--- src/brf_pkg.sv ---
`timescale 1ns / 1ps
// ----------------------------------------------------------------------------
// brf_pkg
// Types and codes shared by the byte ring FIFO modules.
// ----------------------------------------------------------------------------
package brf_pkg;

    localparam int MODE_W  = 3;
    localparam int BYTE_W  = 8;
    localparam int FCODE_W = 2;
    localparam int STAT_W  = 2;
    localparam int CNT_W   = 11;
    localparam int FLAG_W  = 4;

    // Request modes
    localparam logic [MODE_W-1:0] MODE_WRITE   = 3'd0;
    localparam logic [MODE_W-1:0] MODE_READ    = 3'd1;
    localparam logic [MODE_W-1:0] MODE_SETFLAG = 3'd2;
    localparam logic [MODE_W-1:0] MODE_QDATA   = 3'd3;
    localparam logic [MODE_W-1:0] MODE_QSPACE  = 3'd4;

    // Result status codes
    localparam logic [STAT_W-1:0] ST_OK   = 2'd0;
    localparam logic [STAT_W-1:0] ST_WAIT = 2'd1;
    localparam logic [STAT_W-1:0] ST_END  = 2'd2;

    // Flags that end the stream for the reader and for the writer
    localparam logic [FLAG_W-1:0] FLAGS_DATA_END  = 4'b1010;
    localparam logic [FLAG_W-1:0] FLAGS_SPACE_END = 4'b0101;

    typedef struct packed {
        logic we;
        logic re;
    } t_mem_ctl;

    typedef struct packed {
        logic               rd_hit;
        logic [STAT_W-1:0]  status;
        logic [CNT_W-1:0]   data_count;
        logic [CNT_W-1:0]   space_count;
        logic [FLAG_W-1:0]  flag_bits;
    } t_result;

endpackage

--- src/brf_ctrl.sv ---
`timescale 1ns / 1ps
// ----------------------------------------------------------------------------
// brf_ctrl
// Pointers, fill count and sticky flags; issues store accesses and builds
// the registered result of each request.
// ----------------------------------------------------------------------------
module brf_ctrl #(
    parameter int DEPTH = 1024,
    parameter int PW    = $clog2(DEPTH),
    parameter int CW    = $clog2(DEPTH + 1)
) (
    input  logic                         i_clk,
    input  logic                         i_rst_n,
    input  logic                         i_accept,
    input  logic [brf_pkg::MODE_W-1:0]   i_mode,
    input  logic [brf_pkg::FCODE_W-1:0]  i_flag_code,
    output brf_pkg::t_mem_ctl            o_mem_ctl,
    output logic [PW-1:0]                o_waddr,
    output logic [PW-1:0]                o_raddr,
    output brf_pkg::t_result             o_result
);

    localparam logic [PW-1:0] PTR_LAST = PW'(DEPTH - 1);
    localparam logic [CW-1:0] CNT_FULL = CW'(DEPTH);

    logic [PW-1:0]               r_wptr, n_wptr;
    logic [PW-1:0]               r_rptr, n_rptr;
    logic [CW-1:0]               r_held, n_held;
    logic [brf_pkg::FLAG_W-1:0]  r_flags, n_flags;
    brf_pkg::t_result            r_result, n_result;
    logic                        full, empty;

    assign full  = (r_held == CNT_FULL);
    assign empty = (r_held == '0);

    always_comb begin
        n_wptr          = r_wptr;
        n_rptr          = r_rptr;
        n_held          = r_held;
        n_flags         = r_flags;
        o_mem_ctl       = '0;
        n_result.rd_hit = 1'b0;
        n_result.status = brf_pkg::ST_OK;
        case (i_mode)
            brf_pkg::MODE_WRITE: begin
                if (!full) begin
                    o_mem_ctl.we = i_accept;
                    n_wptr       = (r_wptr == PTR_LAST) ? '0 : r_wptr + 1'b1;
                    n_held       = r_held + 1'b1;
                end else begin
                    n_result.status = brf_pkg::ST_WAIT;
                end
            end
            brf_pkg::MODE_READ: begin
                if (!empty) begin
                    o_mem_ctl.re    = i_accept;
                    n_result.rd_hit = 1'b1;
                    n_rptr          = (r_rptr == PTR_LAST) ? '0 : r_rptr + 1'b1;
                    n_held          = r_held - 1'b1;
                end else begin
                    n_result.status = brf_pkg::ST_WAIT;
                end
            end
            brf_pkg::MODE_SETFLAG: begin
                n_flags = r_flags | (brf_pkg::FLAG_W'(1) << i_flag_code);
            end
            brf_pkg::MODE_QDATA: begin
                if (!empty) begin
                    n_result.status = brf_pkg::ST_OK;
                end else if ((r_flags & brf_pkg::FLAGS_DATA_END) != '0) begin
                    n_result.status = brf_pkg::ST_END;
                end else begin
                    n_result.status = brf_pkg::ST_WAIT;
                end
            end
            brf_pkg::MODE_QSPACE: begin
                if ((r_flags & brf_pkg::FLAGS_SPACE_END) != '0) begin
                    n_result.status = brf_pkg::ST_END;
                end else if (!full) begin
                    n_result.status = brf_pkg::ST_OK;
                end else begin
                    n_result.status = brf_pkg::ST_WAIT;
                end
            end
            default: begin
            end
        endcase
        n_result.data_count  = brf_pkg::CNT_W'(n_held);
        n_result.space_count = brf_pkg::CNT_W'(CNT_FULL - n_held);
        n_result.flag_bits   = n_flags;
    end

    always_ff @(posedge i_clk) begin
        if (!i_rst_n) begin
            r_wptr  <= '0;
            r_rptr  <= '0;
            r_held  <= '0;
            r_flags <= '0;
        end else if (i_accept) begin
            r_wptr  <= n_wptr;
            r_rptr  <= n_rptr;
            r_held  <= n_held;
            r_flags <= n_flags;
        end
    end

    always_ff @(posedge i_clk) begin
        if (i_accept) begin
            r_result <= n_result;
        end
    end

    assign o_waddr  = r_wptr;
    assign o_raddr  = r_rptr;
    assign o_result = r_result;

endmodule

--- config.mk ---
export PLATFORM = sky130hd
export DESIGN_NAME = brf_ctrl
export DESIGN_NICKNAME = d
export VERILOG_FILES = /design/src/brf_pkg.sv /design/src/brf_ctrl.sv
export SDC_FILE = /design/constraint.sdc
export NUM_CORES = 1
export LEC_CHECK = 0
export BUFFER_PORTS_ARGS = -buffer_cell sky130_fd_sc_hd__buf_2
export CORE_ASPECT_RATIO = 1.75
export CORE_UTILIZATION = 55
export CTS_CLUSTER_SIZE = 20
export DETAILED_ROUTE_END_ITERATION = 6
export GPL_TIMING_DRIVEN = 0
export HOLD_SLACK_MARGIN = 0.12
export PLACE_DENSITY = 0.79
export REMOVE_ABC_BUFFERS = 1
export SLEW_MARGIN = 20
export SYNTH_ARGS = -nofsm -noshare
export SYNTH_HDL_FRONTEND = slang
export SYNTH_SLANG_ARGS = --single-unit
--- constraint.sdc ---
create_clock -name i_clk -period 3.7 [get_ports i_clk]
set_input_delay 0.555 -clock i_clk [delete_from_list [all_inputs] [get_ports i_clk]]
set_output_delay 0.555 -clock i_clk [all_outputs]
set_load 0.02 [all_outputs]
* Word level (Yosys, flattened, before mapping)
Index checks and enable logic that the tools add are counted.
** Storage, ports and cells
- Word-level logic and storage cells :: 48
- Bits of input ports :: 8
- Output and inout port bits :: 51
- Register bits after elaboration :: 64
** Cells by class
- Multiplexer cells :: 17
- Reductions and logical operators :: 6
- Eq/ne operators :: 7
- Bitwise gates (word level) :: 3
- Add/subtract/negate cells :: 5
- Shift-type cells :: 1
** Operators with widths (number)
- $mux 11 :: 2
- $pmux 11 s2 :: 1
- $add 10x1->10 const B :: 2
- $eq 10x10->1 const B :: 2
- $mux 10 :: 2
- $add 11x1->11 const B :: 1
- $eq 11x11->1 const B :: 1
- $logic_not 11->1 :: 1
- $sub 11x1->11 const B :: 1
- $sub 11x11->11 const A :: 1
- $pmux 2 s4 :: 1
- $reduce_bool 4->1 :: 2
- $mux 1 :: 7
- $eq 3x2->1 const B :: 2
- $mux 2 :: 3
- $reduce_and 3->1 :: 2
- $mux 4 :: 1
- $or 4x4->4 :: 1
- $shl 1x2->4 const A :: 1
- $eq 3x1->1 const B :: 1
- $eq 3x3->1 const B :: 1
- $logic_not 3->1 :: 1
- $not 1->1 :: 2

* Depth between registers and ports, before layout
Gate-level depths: netlist of run 1.
- Word-level depth :: 4
- Depth in mapped cells :: 12
- Gate-level depth less buffers :: 11

* Worst setup path after synthesis of run 1
No wires, ideal clock.
- Kind :: input-to-reg
- Start :: in i_mode[2] (netlist name)
- End :: reg r_result, in the netlist o_result[8] (data pin)
- Library setup time :: 0.258 ns
- Required time :: 3.442 ns
- Stages on the path :: 9
- Data arrival time :: 2.725 ns
- Path buffers :: 1
- Path slack :: 0.716 ns
- Cells stage by stage :: or3b_1 -> a31oi_1 -> buf_2 -> a221oi_1 -> a211oi_1 -> ha_1 -> inv_1 -> or3_1 -> xor2_1
** RTL lines
- from (decl) :: line brf_ctrl.sv:15 : input logic [brf_pkg::MODE_W-1:0] i_mode,
- to (signal assigned) :: line brf_ctrl.sv:109 : r_result <= n_result;
- to (decl) :: line brf_ctrl.sv:30 : brf_pkg::t_result r_result, n_result;

==> results_dict.tcl, run 1 <==
set metrics [dict create \
    netlist-cell-type-count 56 \
    synthTopCellsByArea "edfxtp_1 (26%), dfxtp_1 (22%), xnor2_1 (5.2%)" \
    min_period_over_period_pct 90.9 \
    yosysWarnings 0 \
    core_area_mm2 0.00559 \
    ys.flop_type "dfxtp_1" \
    cp_max_fo 16 \
    num_rows 36 \
    fin_cells 450 \
    p_leak_nw 1.60 \
    max_freq_mhz 297 \
    drc 0 \
    reg2regPathDepth 10 \
    worst_pin_slew_ns 0.968 \
    grt_start_max_net_pins 45 \
    ir_worst_vdd_v 0.000314 \
    fin_nets 383 \
    die_y_um 103 \
    synth.most_common_cell "dfxtp_1" \
    grt_util_all_layers_pct 23.3 \
    run_status "complete, no violations" \
    setup_violations 0 \
    worstSkewPairLatency_ns 0.35 \
    gp_congestion 0.903 \
    clock-sinks 63 \
    yosysSeqAreaShare_pct 48.3 \
    holdWs_ns 0.496 \
    drv_cap 0 \
    netlist.area_leader.share_pct 26.3 \
    chipWidth_um 59.6 \
    place_inst 434 \
    synthCells 314 \
    power_density_mw_per_mm2 444 \
    cts_root_buffer "clkbuf_8" \
    viasPerCell 5.66 \
    post_cts_resize_count 0 \
    start_kind "input pin" \
    ys_ff_latch 63 \
    drt_iter0_markers 88 \
    die_area_mm2 0.00613 \
    r2r_end "o_result[8]" \
    rsz0062_at_grt "no" \
    ys_async_sr_fraction_pct 0 \
    antenna_found_initial 0 \
    io_buffers 58 \
    hold_violations 0 \
    slew_headroom_pct 35.4 \
    syn-cell-area_mm2 0.00319 \
    final.min_clock_period_ns 3.36 \
    drt-total-wl_mm 6.57 \
    synth.cells.most_frequent "dfxtp_1 (35), edfxtp_1 (28), nor2_1 (22)" \
    dp_hpwl_mm 4.57 \
    drt-wirelength-per-cell_um 14.6 \
    min_from "o_waddr[5]" \
    grt_pass1_vias 2301 \
    drive_gt1_share_pct 22.2 \
    firstDrtPassIters 4 \
    skew_ns 0.00584 \
    crit_required_ns 3.80 \
    p_total_mw 1.64 \
    cts_made_buffers 9 \
    route.vias.total 2545 \
    crit-reg2reg-launch "r_held[0]" \
    finalMaxSlewViolations 0 \
    syn_avg_cell_area_um2 10.2 \
    whs_path_depth 2 \
    synth-edff-count 28 \
    h-tree-depth 3 \
    rrSetupSlack_ns 0.34 \
    initial_core_util_pct 57.2 \
    hold_end "o_waddr[5]" \
    num_antenna_cells 0 \
    cp-end-kind "flop" \
    cts_buffer_depth 2 \
    hold_buffers 0 \
    grt_pass1_wl_mm 10.4 \
    ant_nets 0 \
    ios 59 \
    cts_setup_buffers 0 \
    hp-class "flop to flop" \
    synthToLayoutAreaGrowth_pct 16.1 \
    path_class "input pin to flop" \
    synth_top_area_cell "edfxtp_1" \
    cts_tree "done" \
    grt-ovfl-total 0 \
    clk_pin_slew_ns 0.06 \
    cp.arrival_ns 3.46 \
]
## report_power, final
| part | switching (mW) | total, mW | internal (mW) |
|---|---|---|---|
| combinational | 0.187 | 0.300 | 0.113 |
| sequential | 0.0187 | 0.804 | 0.785 |
| clock | 0.242 | 0.541 | 0.299 |
| total | 0.448 | 1.64 | 1.20 |
## critical path: stages
cell,delay [ns]
buf_2,0.25
or3b_1,0.47
a31oi_2,0.63
a221oi_1,0.20
a211oi_2,0.40
ha_1,0.28
inv_1,0.11
or3_1,0.40
xor2_1,0.15
## worst max-delay path by stage
stage	to	slack, ns	from	cells past startpoint
3_3_place_gp	o_result[8]	-0.46	i_mode[0]	9
5_1_grt	o_result[8]	0.17	r_held[0]	10
4_1_cts	o_result[8]	0.1	r_held[0]	10
3_5_place_dp	o_result[8]	-0.20	i_mode[0]	9
6_report	o_result[8]	0.34	i_mode[0]	9
2_1_floorplan	o_result[8]	0.46	i_mode[2]	8
## state kept, by name (all words and copies together), names as in the netlist
| signal | flops |
|---|---|
| o_result | 28 |
| r_held | 11 |
| o_raddr | 10 |
| o_waddr | 10 |
| r_flags | 4 |
## stage by stage
| step | setup slack (ns) | cell area [µm²] | utilization [%] | setup TNS, ns |
|---|---|---|---|---|
| after detailed placement | -0.204 | 3520 | 63.1 | -0.300 |
| after floorplan | 0.460 | 3130 | - | 0 |
| final | 0.338 | 3710 | 66.4 | 0 |
| after CTS | 0.0962 | 3700 | 66.3 | 0 |
| after global routing | 0.171 | 3710 | 66.4 | 0 |
| after global placement | -0.456 | 3520 | 63.0 | -1.66 |
## layout make-up
cell class | count | area (µm²)
fillers | 470 | 1880
multi-input cells | 223 | 1550
flip-flops and latches | 63 | 1540
repair buffers | 58 | 290
clock buffers | 16 | 180
well taps | 76 | 95.1
inverters | 14 | 52.6
## cell usage in the layout (no fill, tap or decap), drive strengths merged, types with 8 or more instances in the layout
cell	synthesis	final
dfxtp	35	35
or3	15	15
xnor2	19	19
buf	6	58
xor2	9	9
nand3	14	14
nand2	18	18
nor3	9	9
clkbuf	8	16
a21oi	8	8
and2	12	12
inv	14	14
nor2	22	22
o21ai	14	14
edfxtp	28	28
## routing by layer
metal	share of wire (%)	wire length [µm]	GRT usage (%)
met4	3.7	243	14.7
met5	0	0	0
met1	39	2580	24.5
met3	3.3	216	5.02
met2	54	3530	40.9
## kinds of logic (layout without fill, tap and decap cells)
logic type      Yosys count  after routing  share of synthesized area [%]
compound gates           58             58                           13.5
xor+xnor                 28             28                           7.68
fa+ha+maj                 6              6                           2.35
buf+inv                  28             88                           3.57
flops                    63             63                           48.3
mux                       5              5                           1.57
simple gates            126            126                           23.0
No activity file was read; power rests on OpenSTA's default activity.
==> run 2, diff against run 1 <==
--- a/config.mk
+++ b/config.mk
@@ -13,6 +13,7 @@
 export GPL_TIMING_DRIVEN = 0
 export HOLD_SLACK_MARGIN = 0.12
 export PLACE_DENSITY = 0.79
+export RECOVER_POWER = 50
 export REMOVE_ABC_BUFFERS = 1
 export SLEW_MARGIN = 20
 export SYNTH_ARGS = -nofsm -noshare
==> run 2 against run 1 <==
Compared with the run above:
- maximum frequency decreased by 0.11%
- die area stayed put
- hold slack better by 0.0025 ns
- clock-buffer cell count is the same
- clock skew about the same
- critical path type unchanged
- via count is 0.24% higher
- routed wire length grew 0.35%
- highest routed layer unchanged
- cell count is the same
- sequential power about the same
==> results_dict.tcl, run 2 (synthesis gave the netlist of run 1 again) <==
set metrics [dict create \
    route.vias.total 2551 \
    gp_congestion 0.903 \
    ir_worst_vdd_v 0.000313 \
    fin_tns_setup_ns 0 \
    drc 0 \
    cts_root_buffer "clkbuf_8" \
    run_status "complete, no violations" \
    viasPerCell 5.67 \
    whs_path_depth 2 \
    cp.arrival_ns 3.47 \
    finalMaxSlewViolations 0 \
    firstDrtPassIters 4 \
    drive_gt1_share_pct 12.6 \
    chipWidth_um 59.6 \
    fin_cells 450 \
    slew_headroom_pct 36.1 \
    reg2regPathDepth 10 \
    die_area_mm2 0.00613 \
    r2r_end "o_result[8]" \
    cts_made_buffers 9 \
    setup_violations 0 \
    largest_reg_flops 28 \
    max_freq_mhz 297 \
    hp-class "flop to flop" \
    fillers 486 \
    holdWs_ns 0.499 \
    grt_util_all_layers_pct 23.3 \
    io_buffers 58 \
    fin_nets 383 \
    num_rows 36 \
    cp-end-kind "flop" \
    synthToLayoutAreaGrowth_pct 14.7 \
    drt-wirelength-per-cell_um 14.7 \
    design_area_mm2 0.00366 \
    drt_iter0_markers 84 \
    fin_util_pct 65.6 \
    rsz0062_at_grt "no" \
    final.min_clock_period_ns 3.37 \
    crit_required_ns 3.80 \
    hold_buffers 0 \
    power_density_mw_per_mm2 446 \
    antenna_found_initial 0 \
    layout_common_cells "clkbuf_1 (40), dfxtp_1 (35), edfxtp_1 (28)" \
    h-tree-depth 3 \
    core_area_mm2 0.00559 \
    dp_hpwl_mm 4.57 \
    multi_input_area_mm2 0.00155 \
    crit_path_end "o_result[8]" \
    register_area_mm2 0.00154 \
    crit-reg2reg-launch "r_held[0]" \
    grt_start_max_net_pins 45 \
    skew_ns 0.00583 \
    place_area_mm2 0.00352 \
    die_y_um 103 \
    grt-ovfl-total 0 \
    grt_pass1_wl_mm 10.4 \
    ant_nets 0 \
    cts_buffer_depth 2 \
    ios 59 \
    grt_pass1_vias 2301 \
    final_common_cell "clkbuf_1" \
    place_inst 434 \
    path_class "input pin to flop" \
    initial_core_util_pct 57.2 \
    clock-sinks 63 \
    start_kind "input pin" \
    cts_tree "done" \
    clk_pin_slew_ns 0.06 \
    min_period_over_period_pct 91.0 \
    rrSetupSlack_ns 0.34 \
    p_leak_nw 1.48 \
    cp_max_fo 16 \
    worst_pin_slew_ns 0.958 \
    drt-total-wl_mm 6.59 \
    crit_start "i_mode[0]" \
    hold_violations 0 \
    worstSkewPairLatency_ns 0.35 \
    drv_cap 0 \
    num_antenna_cells 0 \
]
[run 2: stage by stage]
stage          worst slack (ns)  total power [mW]
6_report                  0.334              1.63
2_1_floorplan             0.460              1.03
4_1_cts                  0.0962              1.65
3_3_place_gp             -0.456              1.11
3_5_place_dp             -0.204              1.12
5_1_grt                   0.171              1.70
[run 2: metal layers]
layer	part of all wire [%]	track usage (%)	wire (µm)	up-vias
met3	3.9	5.02	257	20
met1	39	24.5	2590	1214
li1	-	-	-	1245
met2	53	40.9	3510	72
met5	0	0	0	-
met4	3.6	14.7	239	0
[run 2: repair_timing]
item,4_1_cts,5_1_grt
resized for setup,0,1
setup buffers,0,0
endpoints found under the setup margin,0,2
[run 2: where the power goes]
| group | total (mW) | switching (mW) | internal, mW |
|---|---|---|---|
| logic | 0.289 | 0.187 | 0.102 |
| registers | 0.805 | 0.0200 | 0.785 |
| clock network | 0.540 | 0.241 | 0.299 |
[run 2: layout make-up]
type / instances / share of cell area, %
Clock buffer: 16 / 4.92
Inverter: 14 / 1.43
Multi-Input combinational cell: 223 / 42.3
Sequential cell: 63 / 42.1
Tap cell: 76 / 2.60
Timing Repair Buffer: 58 / 6.69
[run 2: worst min path at each step]
stage               start         end  slack, ns
4_1_cts        o_waddr[5]  o_waddr[5]       0.50
2_1_floorplan  r_flags[1]  r_flags[1]       0.47
6_report       o_waddr[5]  o_waddr[5]       0.50
3_3_place_gp   o_waddr[5]  o_waddr[5]       0.48
5_1_grt        r_flags[1]  r_flags[1]       0.53
3_5_place_dp   o_waddr[5]  o_waddr[5]       0.49
[run 2: worst max-delay path, stage by stage]
cell and delay [ns]:
buf_2 0.26, or3b_1 0.47, a31oi_2 0.63, a221oi_1 0.20
a211oi_2 0.40, ha_1 0.28, inv_1 0.11, or3_1 0.40
xor2_1 0.15
==> run 3, diff against run 2 <==
--- a/config.mk
+++ b/config.mk
@@ -14,7 +14,6 @@
 export HOLD_SLACK_MARGIN = 0.12
 export PLACE_DENSITY = 0.79
 export RECOVER_POWER = 50
-export REMOVE_ABC_BUFFERS = 1
 export SLEW_MARGIN = 20
 export SYNTH_ARGS = -nofsm -noshare
 export SYNTH_HDL_FRONTEND = slang
==> run 3 against run 2 <==
Compared with the run above:
- clock skew up 0.0017 ns
- sequential power down 0.6%
- sequential cell count unchanged
- combinational power up 3%
- largest cell class is now flip-flops and latches
- total power up 14%
- clock power up 43%
- sequential share of layout area down 1.4 points
- design area up 3.4%
- core utilization up 2.2 points
==> results_dict.tcl, run 3 (synthesis gave the netlist of run 1 again) <==
set metrics [dict create \
    whs_path_depth 1 \
    drive_gt1_share_pct 12.4 \
    dp_hpwl_mm 5.26 \
    cts_tree "done" \
    final.min_clock_period_ns 3.49 \
    die_area_mm2 0.00613 \
    grt-ovfl-total 0 \
    crit_slowest_cell "a211oi_1" \
    largest_reg_flops 28 \
    max_freq_mhz 286 \
    final_common_cell "clkbuf_1" \
    place_area_mm2 0.00358 \
    hold_buffers 0 \
    power_density_mw_per_mm2 494 \
    path_class "input pin to flop" \
    post_cts_resize_count 0 \
    hold_violations 0 \
    use_met3_pct 6.15 \
    start_kind "input pin" \
    use_met1_pct 24.1 \
    grt_start_max_net_pins 30 \
    grt.busiest_layer "met2" \
    skew_ns 0.00753 \
    worstSkewPairLatency_ns 0.35 \
    cts_made_buffers 9 \
    ir_worst_vdd_v 0.000316 \
    crit_required_ns 3.79 \
    fin_util_pct 67.8 \
    layout_common_cells "clkbuf_1 (50), dfxtp_1 (35), edfxtp_1 (28)" \
    hp-class "flop to flop" \
    gp_congestion 0.900 \
    rsz0062_at_grt "no" \
    crit_cells 10 \
    grt_pass1_wl_mm 10.9 \
    multi_input_area_mm2 0.00154 \
    antenna_found_initial 0 \
    drc 0 \
    route.vias.total 2584 \
    cp_max_fo 10 \
    initial_core_util_pct 57.2 \
    clock-sinks 63 \
    cp_num_buf_inv 3 \
    drt-total-wl_mm 6.84 \
    clk_pin_slew_ns 0.07 \
    cts_buffer_depth 2 \
    run_status "complete, no violations" \
    fin_nets 397 \
    register_area_mm2 0.00154 \
    synthToLayoutAreaGrowth_pct 18.6 \
    fin_tns_setup_ns 0 \
    core_area_mm2 0.00559 \
    chipWidth_um 59.6 \
    use_met2_pct 46.2 \
    cts_setup_buffers 0 \
    cp.arrival_ns 3.59 \
    finalMaxSlewViolations 0 \
    num_rows 36 \
    firstDrtPassIters 4 \
    drt_iter0_markers 52 \
    num_antenna_cells 0 \
    worst_pin_slew_ns 1.41 \
    design_area_mm2 0.00379 \
    critical_path.max_stage_delay_ns 0.52 \
    path_delay_family "compound AO/OA/AOI/OAI gates" \
    cp-end-kind "flop" \
    slew_headroom_pct 5.79 \
    fillers 518 \
    path_cells "clkbuf_1 -> or3b_1 -> a31oi_1 -> buf_2 -> a221oi_1 -> a211oi_1 -> ha_1 -> inv_1 -> or3_1 -> xor2_1" \
    ant_nets 0 \
    grt_util_all_layers_pct 24.8 \
    drt-wirelength-per-cell_um 14.7 \
    drv_cap 0 \
    ios 59 \
    grt_pass1_vias 2376 \
    cts_root_buffer "clkbuf_8" \
    p_leak_nw 1.53 \
    h-tree-depth 3 \
    die_y_um 103 \
    io_buffers 58 \
    min_period_over_period_pct 94.4 \
    setup_violations 0 \
    syn_nets 328 \
    viasPerCell 5.57 \
    reg2regPathDepth 11 \
]
## run 3: cell type report
cell class                 count  area share (%)
inverter                      14            1.39
buffer                        14            1.62
clock inverter                 6            3.50
tap                           76            2.51
sequential                    63            40.7
timing repair buffer          58            6.31
multi-input combinational    223            40.6
clock buffer                  10            3.37
## run 3: worst paths after layout
path              start           to  slack [ns]
max           i_mode[0]  o_result[8]        0.21
min          r_flags[3]   r_flags[3]        0.50
max reg2reg   r_held[0]  o_result[8]        0.25
min reg2reg  r_flags[3]   r_flags[3]        0.50
## run 3: report_power, final
part | switching [mW] | leakage [nW] | internal (mW)
Clock | 0.255 | 0.126 | 0.514
Sequential | 0.0151 | 0.566 | 0.785
Combinational | 0.194 | 0.840 | 0.105
## run 3: worst register-to-register path, cell delays in order (launching register included)
cell and delay (ns):
dfxtp_1 0.38, inv_1 0.12, ha_1 0.26, nor2b_1 0.17, a31oi_1 0.32, buf_2 0.34
a221oi_1 0.12, a211oi_1 0.52, ha_1 0.30, inv_1 0.10, or3_1 0.40, xor2_1 0.15
## run 3: metrics by stage
stage	setup WS (ns)	total power, mW	std cells	hold WS [ns]
4_1_cts	0.268	1.90	464	0.505
6_report	0.205	1.87	464	0.500
2_1_floorplan	0.716	1.04	314	0.471
3_5_place_dp	0.0344	1.13	448	0.489
5_1_grt	0.0398	1.94	464	0.522
3_3_place_gp	0.0476	1.12	448	0.481
## run 3: metal layers
layer  vias to the layer above  part of all wire [%]
li1                       1286                     -
met1                      1222                    37
met2                        64                    56
met3                        12                   3.8
met4                         0                   2.6
met5                         -                     0
